$ cat src/sv/mwc_pkg.sv
`timescale 1ns / 1ps
// Shared types and constants for the mecanum wheel command generator.
package mwc_pkg;

	localparam int CFG_DATA_W = 16;
	localparam int CFG_IDX_W  = 3;

	// register indexes
	localparam logic [CFG_IDX_W-1:0] CFG_STEP_X      = 3'd0;
	localparam logic [CFG_IDX_W-1:0] CFG_STEP_Y      = 3'd1;
	localparam logic [CFG_IDX_W-1:0] CFG_STEP_Z      = 3'd2;
	localparam logic [CFG_IDX_W-1:0] CFG_LEVER       = 3'd3;
	localparam logic [CFG_IDX_W-1:0] CFG_DUTY_GAIN   = 3'd4;
	localparam logic [CFG_IDX_W-1:0] CFG_SPEED_GAIN  = 3'd5;
	localparam logic [CFG_IDX_W-1:0] CFG_DUTY_CEIL   = 3'd6;
	localparam logic [CFG_IDX_W-1:0] CFG_REV_MASK    = 3'd7;

	// request and command codes share one encoding
	localparam logic [1:0] REQ_OFF   = 2'd0;
	localparam logic [1:0] REQ_DUTY  = 2'd1;
	localparam logic [1:0] REQ_SPEED = 2'd2;
	localparam logic [1:0] KIND_NONE = 2'd0;

	typedef struct packed {
		logic [14:0] step_x;
		logic [14:0] step_y;
		logic [14:0] step_z;
		logic [14:0] lever;
		logic [15:0] duty_gain;
		logic [15:0] speed_gain;
		logic [14:0] duty_ceiling;
		logic [7:0]  rev_mask;
	} cfg_t;

	localparam cfg_t CFG_RESET = '{
		step_x:       15'd82,
		step_y:       15'd41,
		step_z:       15'd164,
		lever:        15'd1975,
		duty_gain:    16'd12201,
		speed_gain:   16'd11549,
		duty_ceiling: 15'd31130,
		rev_mask:     8'd16
	};

	typedef struct packed {
		logic               en;
		logic signed [31:0] a;
		logic [15:0]        b;
	} mul_req_t;

	localparam int PROD_W = 49;

endpackage

$ cat src/sv/mwc_cfg.sv
`timescale 1ns / 1ps
// Configuration register file.
module mwc_cfg (
	input  logic                             clk,
	input  logic                             arst_n,
	input  logic                             cfg_we,
	input  logic [mwc_pkg::CFG_IDX_W-1:0]    cfg_index,
	input  logic [mwc_pkg::CFG_DATA_W-1:0]   cfg_data,
	output mwc_pkg::cfg_t                    cfg
);
	import mwc_pkg::*;

	cfg_t cfg_q;

	always_ff @(posedge clk or negedge arst_n) begin
		if (!arst_n) begin
			cfg_q <= CFG_RESET;
		end else if (cfg_we) begin
			unique case (cfg_index)
				CFG_STEP_X:     cfg_q.step_x       <= cfg_data[14:0];
				CFG_STEP_Y:     cfg_q.step_y       <= cfg_data[14:0];
				CFG_STEP_Z:     cfg_q.step_z       <= cfg_data[14:0];
				CFG_LEVER:      cfg_q.lever        <= cfg_data[14:0];
				CFG_DUTY_GAIN:  cfg_q.duty_gain    <= cfg_data;
				CFG_SPEED_GAIN: cfg_q.speed_gain   <= cfg_data;
				CFG_DUTY_CEIL:  cfg_q.duty_ceiling <= cfg_data[14:0];
				CFG_REV_MASK:   cfg_q.rev_mask     <= cfg_data[7:0];
				default:        cfg_q              <= cfg_q;
			endcase
		end
	end

	assign cfg = cfg_q;

endmodule

$ cat src/sv/mwc_mul.sv
`timescale 1ns / 1ps
// Shared signed-by-unsigned multiplier with registered product.
module mwc_mul (
	input  logic                                clk,
	input  mwc_pkg::mul_req_t                   req,
	output logic signed [mwc_pkg::PROD_W-1:0]   prod
);
	import mwc_pkg::*;

	logic signed [PROD_W-1:0] prod_q;

	always_ff @(posedge clk) begin
		if (req.en) begin
			prod_q <= PROD_W'(req.a * $signed({1'b0, req.b}));
		end
	end

	assign prod = prod_q;

endmodule

$ cat src/sv/mwc_core.sv
`timescale 1ns / 1ps
// Slew limiter, wheel sum sequencer, rounding/saturation and output register.
module mwc_core (
	input  logic                              clk,
	input  logic                              arst_n,
	input  mwc_pkg::cfg_t                     cfg,
	input  logic                              in_valid,
	output logic                              in_ready,
	input  logic signed [15:0]                target_vx,
	input  logic signed [15:0]                target_vy,
	input  logic signed [15:0]                target_wz,
	input  logic [1:0]                        req_type,
	output logic                              out_valid,
	input  logic                              out_ready,
	output logic signed [23:0]                wheel_one,
	output logic signed [23:0]                wheel_two,
	output logic signed [23:0]                wheel_three,
	output logic signed [23:0]                wheel_four,
	output logic [1:0]                        command_kind,
	output mwc_pkg::mul_req_t                 mul_req,
	input  logic signed [mwc_pkg::PROD_W-1:0] mul_prod
);
	import mwc_pkg::*;

	typedef enum logic [1:0] {ST_IDLE, ST_ROT, ST_ROTW, ST_WHEEL} state_t;

	localparam logic [2:0] WHEEL_LAST = 3'd4;
	localparam logic signed [PROD_W-1:0] DUTY_HALF = PROD_W'(1) <<< 24;
	localparam logic signed [PROD_W-1:0] SPD_HALF  = PROD_W'(1) <<< 23;
	localparam logic signed [PROD_W-1:0] SPD_MAX   = PROD_W'(24'sh7FFFFF);
	localparam logic signed [PROD_W-1:0] SPD_MIN   = -SPD_MAX - PROD_W'(1);

	function automatic logic signed [15:0] slew(input logic signed [15:0] cur,
			input logic signed [15:0] tgt, input logic [14:0] step);
		logic signed [16:0] d;
		logic signed [16:0] s;
		logic signed [16:0] nxt;
		d = {tgt[15], tgt} - {cur[15], cur};
		s = {2'b00, step};
		if (d > s) begin
			d = s;
		end else if (d < -s) begin
			d = -s;
		end
		nxt = {cur[15], cur} + d;
		return nxt[15:0];
	endfunction

	state_t                  state_q;
	logic [2:0]              cnt_q;
	logic                    out_valid_q;
	logic signed [15:0]      slewed_vx_q, slewed_vy_q, slewed_wz_q;
	logic [1:0]              mode_q;
	logic signed [31:0]      lin_a_q, lin_b_q, rot_q;
	logic signed [23:0]      res_q [3];
	logic signed [23:0]      wheel_q [4];
	logic [1:0]              kind_q;

	logic                    in_acc, last, out_free, neg;
	logic signed [31:0]      sum;
	logic signed [16:0]      dif, add;
	logic signed [PROD_W-1:0] rt, rs, ceil_w;
	logic signed [23:0]      rnd;
	logic [1:0]              kind;

	assign in_ready = (state_q == ST_IDLE);
	assign in_acc   = in_valid && in_ready;
	assign last     = (state_q == ST_WHEEL) && (cnt_q == WHEEL_LAST);
	assign out_free = !out_valid_q || out_ready;

	assign dif = {slewed_vx_q[15], slewed_vx_q} - {slewed_vy_q[15], slewed_vy_q};
	assign add = {slewed_vx_q[15], slewed_vx_q} + {slewed_vy_q[15], slewed_vy_q};

	always_comb begin
		case (cnt_q[1:0])
			2'd0:    sum = lin_a_q - rot_q;
			2'd1:    sum = lin_b_q - rot_q;
			2'd2:    sum = lin_a_q + rot_q;
			default: sum = lin_b_q + rot_q;
		endcase
		case (mode_q)
			REQ_DUTY:  neg = cfg.rev_mask[{1'b0, cnt_q[1:0]}];
			REQ_SPEED: neg = cfg.rev_mask[{1'b1, cnt_q[1:0]}];
			default:   neg = 1'b0;
		endcase
	end

	always_comb begin
		mul_req.en = (state_q == ST_ROT) || ((state_q == ST_WHEEL) && !cnt_q[2]);
		if (state_q == ST_ROT) begin
			mul_req.a = 32'(slewed_wz_q);
			mul_req.b = {1'b0, cfg.lever};
		end else begin
			mul_req.a = neg ? -sum : sum;
			mul_req.b = (mode_q == REQ_DUTY) ? cfg.duty_gain : cfg.speed_gain;
		end
	end

	// round half up, then saturate per mode
	always_comb begin
		ceil_w = $signed({34'd0, cfg.duty_ceiling});
		rt     = '0;
		rs     = '0;
		kind   = KIND_NONE;
		case (mode_q) inside
			REQ_DUTY: begin
				rt = mul_prod + DUTY_HALF;
				rs = rt >>> 25;
				if (rs > ceil_w) begin
					rs = ceil_w;
				end else if (rs < -ceil_w) begin
					rs = -ceil_w;
				end
			end
			REQ_SPEED: begin
				rt = mul_prod + SPD_HALF;
				rs = rt >>> 24;
				if (rs > SPD_MAX) begin
					rs = SPD_MAX;
				end else if (rs < SPD_MIN) begin
					rs = SPD_MIN;
				end
			end
			default: rs = '0;
		endcase
		case (mode_q) inside
			REQ_DUTY, REQ_SPEED: kind = mode_q;
			default:             kind = KIND_NONE;
		endcase
		rnd = rs[23:0];
	end

	always_ff @(posedge clk or negedge arst_n) begin
		if (!arst_n) begin
			state_q     <= ST_IDLE;
			cnt_q       <= '0;
			out_valid_q <= 1'b0;
			slewed_vx_q <= '0;
			slewed_vy_q <= '0;
			slewed_wz_q <= '0;
		end else begin
			if (last && out_free) begin
				out_valid_q <= 1'b1;
			end else if (out_ready) begin
				out_valid_q <= 1'b0;
			end
			unique case (state_q)
				ST_IDLE: begin
					if (in_acc) begin
						slewed_vx_q <= slew(slewed_vx_q, target_vx, cfg.step_x);
						slewed_vy_q <= slew(slewed_vy_q, target_vy, cfg.step_y);
						slewed_wz_q <= slew(slewed_wz_q, target_wz, cfg.step_z);
						state_q     <= ST_ROT;
					end
				end
				ST_ROT: state_q <= ST_ROTW;
				ST_ROTW: begin
					cnt_q   <= '0;
					state_q <= ST_WHEEL;
				end
				ST_WHEEL: begin
					if (!cnt_q[2]) begin
						cnt_q <= cnt_q + 3'd1;
					end else if (out_free) begin
						state_q <= ST_IDLE;
					end
				end
				default: state_q <= ST_IDLE;
			endcase
		end
	end

	always_ff @(posedge clk) begin
		if (in_acc) begin
			mode_q <= req_type;
		end
		if (state_q == ST_ROT) begin
			lin_a_q <= {{3{dif[16]}}, dif, 12'd0};
			lin_b_q <= {{3{add[16]}}, add, 12'd0};
		end
		if (state_q == ST_ROTW) begin
			rot_q <= mul_prod[31:0];
		end
		if ((state_q == ST_WHEEL) && (cnt_q != 3'd0) && !cnt_q[2]) begin
			res_q[2] <= rnd;
			res_q[1] <= res_q[2];
			res_q[0] <= res_q[1];
		end
		if (last && out_free) begin
			wheel_q[0] <= res_q[0];
			wheel_q[1] <= res_q[1];
			wheel_q[2] <= res_q[2];
			wheel_q[3] <= rnd;
			kind_q     <= kind;
		end
	end

	assign out_valid    = out_valid_q;
	assign wheel_one    = wheel_q[0];
	assign wheel_two    = wheel_q[1];
	assign wheel_three  = wheel_q[2];
	assign wheel_four   = wheel_q[3];
	assign command_kind = kind_q;

	logic signed [23:0] ceil_s;
	assign ceil_s = $signed({9'd0, cfg.duty_ceiling});

	a_slew_only_on_request: assert property (@(posedge clk) disable iff (!arst_n)
		!in_acc |=> $stable(slewed_vx_q) && $stable(slewed_vy_q) && $stable(slewed_wz_q))
		else $error("slewed state moved without a request");

	a_none_is_zero: assert property (@(posedge clk) disable iff (!arst_n)
		out_valid_q && (kind_q == KIND_NONE) |->
		(wheel_q[0] == 24'sd0) && (wheel_q[1] == 24'sd0) &&
		(wheel_q[2] == 24'sd0) && (wheel_q[3] == 24'sd0))
		else $error("nonzero wheel command with no command kind");

	a_duty_bound: assert property (@(posedge clk) disable iff (!arst_n)
		out_valid_q && (kind_q == REQ_DUTY) |->
		(wheel_q[0] <= ceil_s) && (wheel_q[0] >= -ceil_s) &&
		(wheel_q[1] <= ceil_s) && (wheel_q[1] >= -ceil_s) &&
		(wheel_q[2] <= ceil_s) && (wheel_q[2] >= -ceil_s) &&
		(wheel_q[3] <= ceil_s) && (wheel_q[3] >= -ceil_s))
		else $error("duty command beyond ceiling");

	a_stall_holds: assert property (@(posedge clk) disable iff (!arst_n)
		last && !out_free |=> (state_q == ST_WHEEL) && (cnt_q == WHEEL_LAST))
		else $error("sequencer left while output was busy");

endmodule

$ cat src/sv/mecanum_wheel_command_generator.sv
`timescale 1ns / 1ps
// Top level: mecanum inverse kinematics with per-axis slew limiting.
// Each accepted request moves the three body velocities toward their targets by at most
// the programmed step, forms the four wheel sums and scales them to duty or deg/s (zero when off).
// A request occupies the block in order: it is accepted and slewed, the shared
// multiplier produces the lever-arm yaw term, and the same multiplier then
// scales the four wheel sums one per cycle while the previous product is rounded and
// saturated. in_ready is low until the sequencer is idle again. The result sits in an output
// register, so the next request can be accepted while it waits; if it is still unclaimed
// when the next result is ready, the sequencer holds until out_ready.
module mecanum_wheel_command_generator (
	input  logic                            clk,
	input  logic                            arst_n,
	input  logic                            cfg_we,
	input  logic [mwc_pkg::CFG_IDX_W-1:0]   cfg_index,
	input  logic [mwc_pkg::CFG_DATA_W-1:0]  cfg_data,
	input  logic                            in_valid,
	output logic                            in_ready,
	input  logic signed [15:0]              target_vx,
	input  logic signed [15:0]              target_vy,
	input  logic signed [15:0]              target_wz,
	input  logic [1:0]                      req_type,
	output logic                            out_valid,
	input  logic                            out_ready,
	output logic signed [23:0]              wheel_one,
	output logic signed [23:0]              wheel_two,
	output logic signed [23:0]              wheel_three,
	output logic signed [23:0]              wheel_four,
	output logic [1:0]                      command_kind
);
	import mwc_pkg::*;

	cfg_t                     cfg;
	mul_req_t                 mul_req;
	logic signed [PROD_W-1:0] mul_prod;

	mwc_cfg u_cfg (
		.clk       (clk),
		.arst_n    (arst_n),
		.cfg_we    (cfg_we),
		.cfg_index (cfg_index),
		.cfg_data  (cfg_data),
		.cfg       (cfg)
	);

	mwc_mul u_mul (
		.clk  (clk),
		.req  (mul_req),
		.prod (mul_prod)
	);

	mwc_core u_core (
		.clk          (clk),
		.arst_n       (arst_n),
		.cfg          (cfg),
		.in_valid     (in_valid),
		.in_ready     (in_ready),
		.target_vx    (target_vx),
		.target_vy    (target_vy),
		.target_wz    (target_wz),
		.req_type     (req_type),
		.out_valid    (out_valid),
		.out_ready    (out_ready),
		.wheel_one    (wheel_one),
		.wheel_two    (wheel_two),
		.wheel_three  (wheel_three),
		.wheel_four   (wheel_four),
		.command_kind (command_kind),
		.mul_req      (mul_req),
		.mul_prod     (mul_prod)
	);

endmodule

$ cat config.mk
export PLATFORM = sky130hd
export DESIGN_NAME = mecanum_wheel_command_generator
export DESIGN_NICKNAME = d
export VERILOG_FILES = /design/src/sv/mwc_pkg.sv /design/src/sv/mwc_cfg.sv /design/src/sv/mwc_mul.sv /design/src/sv/mwc_core.sv /design/src/sv/mecanum_wheel_command_generator.sv
export SDC_FILE = /design/constraint.sdc
export NUM_CORES = 2
export LEC_CHECK = 0
export BUFFER_PORTS_ARGS = -buffer_cell sky130_fd_sc_hd__buf_2
export CORE_MARGIN = 3
export CORE_UTILIZATION = 55
export CTS_CLUSTER_DIAMETER = 100
export DETAILED_ROUTE_END_ITERATION = 7
export PLACE_DENSITY = 0.72
export SETUP_SLACK_MARGIN = 0.05
export SLEW_MARGIN = 0
export SYNTH_ARGS = -nofsm -noshare
export SYNTH_HDL_FRONTEND = slang
export SYNTH_HIERARCHICAL = 1
export SYNTH_SLANG_ARGS = --single-unit
$ cat constraint.sdc
create_clock -name clk -period 31 [get_ports clk]
set_clock_uncertainty 0.1 [all_clocks]
set_input_delay 4.65 -clock clk [delete_from_list [all_inputs] [get_ports clk]]
set_output_delay 4.65 -clock clk [all_outputs]
set_load 0.02 [all_outputs]
==> metrics.md <==
| Metric | Value |
|---|---|
| Run status | `finished clean` |
| Mux share of post-synthesis cell area | `4.62%` |
| Drc violations | `0` |
| Total congestion overflow after global routing | `0` |
| Clock latency on the worst-skew pair | `610 ps` |
| Setup total negative slack | `0 ps` |
| # Max-Cap Violations | `0` |
| Cell taking the most area after synthesis | `fa_1` |
| Critical Setup Path Class | `input port to flop` |
| Yosys top cell area share | `19.9%` |
| Pin count of the biggest net entering global routing | `94` |
| Most common library cell in the layout ignoring fill and taps | `inv_1` |
| Fill count | `7672` |
| Clock Tree Buf Depth | `3` |
| CTS H-tree depth | `2` |
| Wirelength per Cell | `20.0 um` |
| Commonest non-fill, non-tap cells in the layout | `inv_1 (839), nand2_1 (537), fa_1 (498)` |
| Time the final worst path needs with I/O delays and setup | `11800 ps` |
| CTS tree | `done` |
| Average vias per placed instance | `5.76` |
| Starting density of the core | `55.5%` |
| Arithmetic-cell share of the synthesized area counting full adders, half adders and majority gates | `30.9%` |
| Path class of the lowest-slack min-delay path | `flop to flop` |
| Floorplan die area | `94700 sq um` |
| Critical path peak fanout | `16` |
| Relative slew slack | `19.1%` |
| Iteration count of the initial detailed-routing pass | `6` |
| Delay of the slowest critical-path stage | `530 ps` |
| Post-DP HPWL | `99400 um` |
| Number of failing setup endpoints in the final timing report | `0` |
| Final-report hold violation count | `0` |
| NumNets Final | `6345` |
| Total standard cell area after synthesis | `50100 sq um` |
| Antenna viol nets, final | `0` |
| Core region area | `90100 sq um` |
| Syn Inst Count | `5249` |
| Critical path startpoint category | `input port` |
| Endpoint type of the worst setup path | `flop` |
| Final slew viol count | `0` |
| Syn. warnings | `6` |
| Area used by multi-input combinational logic | `33400 sq um` |
| Syn Area/Cell | `9.54 sq um` |
| RSZ-0062 raised after global routing | `no` |
| Count of flip-flops with a built-in enable after synthesis | `286` |
| Upper clock frequency limit | `84.7 MHz` |
| TritonCTS Sinks | `455` |
| Setup Slack @ Placement | `18690 ps` |
| Area share of xor/xnor cells in the synthesized design | `5.27%` |
| Die Width | `308 um` |
| CP Data Arrival Time | `12170 ps` |
| Sequential fraction of the synthesis area | `25.7%` |
| Part of the cycle the worst path needs | `38.1%` |
| Synth Area in Simple Gates | `13.9%` |
| Number of antenna violations at the first check in global routing | `10` |
| Sequential cell area in the final layout | `12900 sq um` |
| Gp weighted congestion | `0.950` |
| Count of inserted antenna diode cells | `0` |
| Library cells used by synthesis | `109` |
| CTS Root Buffer Type | `clkbuf_16` |
| Leading post-synthesis cells by cell area | `fa_1 (20%), edfxtp_1 (17%), ha_1 (11%), inv_1 (6.3%), dfrtp_1 (6.2%)` |
| Count of input and output buffers | `173` |
| Placement Rows | `110` |
| Required time reported for the critical path endpoint | `31360 ps` |
| Die span in y | `308 um` |
| Category of cells accounting for the largest share of critical-path delay | `compound AO/OA/AOI/OAI gates` |
| Via count of the first global-routing pass | `38062` |
| Total of flip-flops plus latches after synthesis | `455` |
| Total Routing Usage GR | `27.8%` |
| Share of synthesized registers carrying an async set or reset | `37.1%` |
| Post-CTS Setup Bufs | `0` |
| Count of non-filler cells in the finished layout | `6550` |
| Layout-stage area growth over the synthesis result | `7.61%` |
| Clock transition at the registers of the reported paths | `60 ps` |
| Clock buffer count from CTS | `48` |
| Number of nets in the synthesized netlist | `6260` |
| Cell total after placement | `6460` |
| Starting DRT DRC Count | `2947` |
| Bufs and invs on worst path | `2` |
| Tightest Pin Transition | `1210 ps` |
| Count of pins on the block boundary | `174` |
| Ratio of cells with drive above 1 in the final layout | `11.3%` |
| Total wire length | `131000 um` |
| Via count | `37759` |
| Post-synthesis compound-gate area fraction | `11.5%` |
| Dominant synthesized flop cell | `edfxtp_1` |
| Cell with the largest stage delay on the worst path | `and2_1` |
| Most common cell on crit path | `o21ai_0` |
| Wire length of the first global-routing pass | `208000 um` |
| Main combinational cell family by area after synthesis | `adder cells` |
| Number of cells upsized or downsized after cts | `0` |
| CTS Hold Buffers Added | `0` |
| Worst setup margin | `19200 ps` |
## cell usage after synthesis, types with 10 or more instances
cell type and count:
inv_1 839, nand2_1 538, fa_1 498, ha_1 439
edfxtp_1 286, and2_1 261, a21oi_1 245, o21ai_0 239
nor2_1 213, xnor2_1 198, clkbuf_1 160, mux2_2 145
dfrtp_1 124, xor2_1 99, nand3_1 76, a21o_1 73
nor3_1 67, o21a_1 61, dfstp_2 45, mux2i_1 45
a31oi_1 41, nor2b_1 41, nand4_1 39, nand2b_1 38
a211oi_1 26, and3_1 25, o31ai_1 25, or3_1 24
o21bai_1 23, nor4_1 18, o211ai_1 17, o221ai_1 15
buf_6 14, or2_2 12, a21boi_0 11, o2111ai_1 11
a22oi_1 10, buf_2 10, mux2_4 10, o22ai_1 10
## stage by stage
step	hold WS, ps	cell area, sq um	util, %
floorplan	300	50100	-
global placement	301	52200	57.9
detailed placement	305	52200	57.9
CTS	305	53900	59.8
global route	323	53900	59.8
finish	316	53900	59.8
## layout make-up
class | count | area share, %
multi-input combinational | 3761 | 61.9
sequential | 455 | 23.9
inverter | 839 | 5.84
tap | 1176 | 2.73
clock buffer | 61 | 2.44
timing repair buffer | 229 | 2.40
clock inverter | 29 | 0.750
## flip-flops by register name, indices dropped and copies added, names as in the netlist, 3 cells and up
name and count:
u_core/slewed_vx_q 16, u_cfg/cfg 115, u_core/lin_a_q 16, u_mul/prod 49
u_core/rot_q 32, u_core/wheel_q 96, u_core/slewed_vy_q 16, u_core/lin_b_q 17
u_core/cnt_q 3, u_core/res_q 72, u_core/slewed_wz_q 16
## metal layers
metal / global-route usage (%) / routed length [um] / up-vias
met5: 0 / 0 / -
met4: 9.22 / 4690 / 0
met3: 3.09 / 8440 / 279
met2: 46.3 / 61700 / 1266
met1: 38.0 / 56300 / 18620
li1: - / - / 17594
## kinds of logic (layout without fill, tap and decap cells)
family,Yosys count,count (layout)
flip-flops,455,455
buffers and inverters,1033,1158
AND/OR/NAND/NOR,1409,1409
adder cells (fa/ha/maj),940,940
XOR/XNOR,299,299
multiplexers,205,205
AO/OA/AOI/OAI,908,908
## path summary, 6_finish.rpt
check,from,to,slack [ps],cells after the start
worst min register to register,u_mul/prod[1]$_DFFE_PP_,u_core/rot_q[1]$_DFFE_PP_,320,0
worst max register to register,u_core/cnt_q[1]$_DFFE_PN0P_,u_mul/prod[33]$_DFFE_PP_,19350,35
worst max-delay path,target_vx[0],u_core/slewed_vx_q[15]$_DFFE_PN0P_,19200,36
max in group asynchronous,arst_n,u_cfg/cfg[30]$_DFFE_PN0P_,25240,2
min in group asynchronous,arst_n,u_core/slewed_vy_q[1]$_DFFE_PN0P_,4030,1
worst min-delay path,u_mul/prod[1]$_DFFE_PP_,u_core/rot_q[1]$_DFFE_PP_,320,0
Power is not shown: default switching activity piles up to over one toggle a cycle in this logic, so the estimate is an artifact.
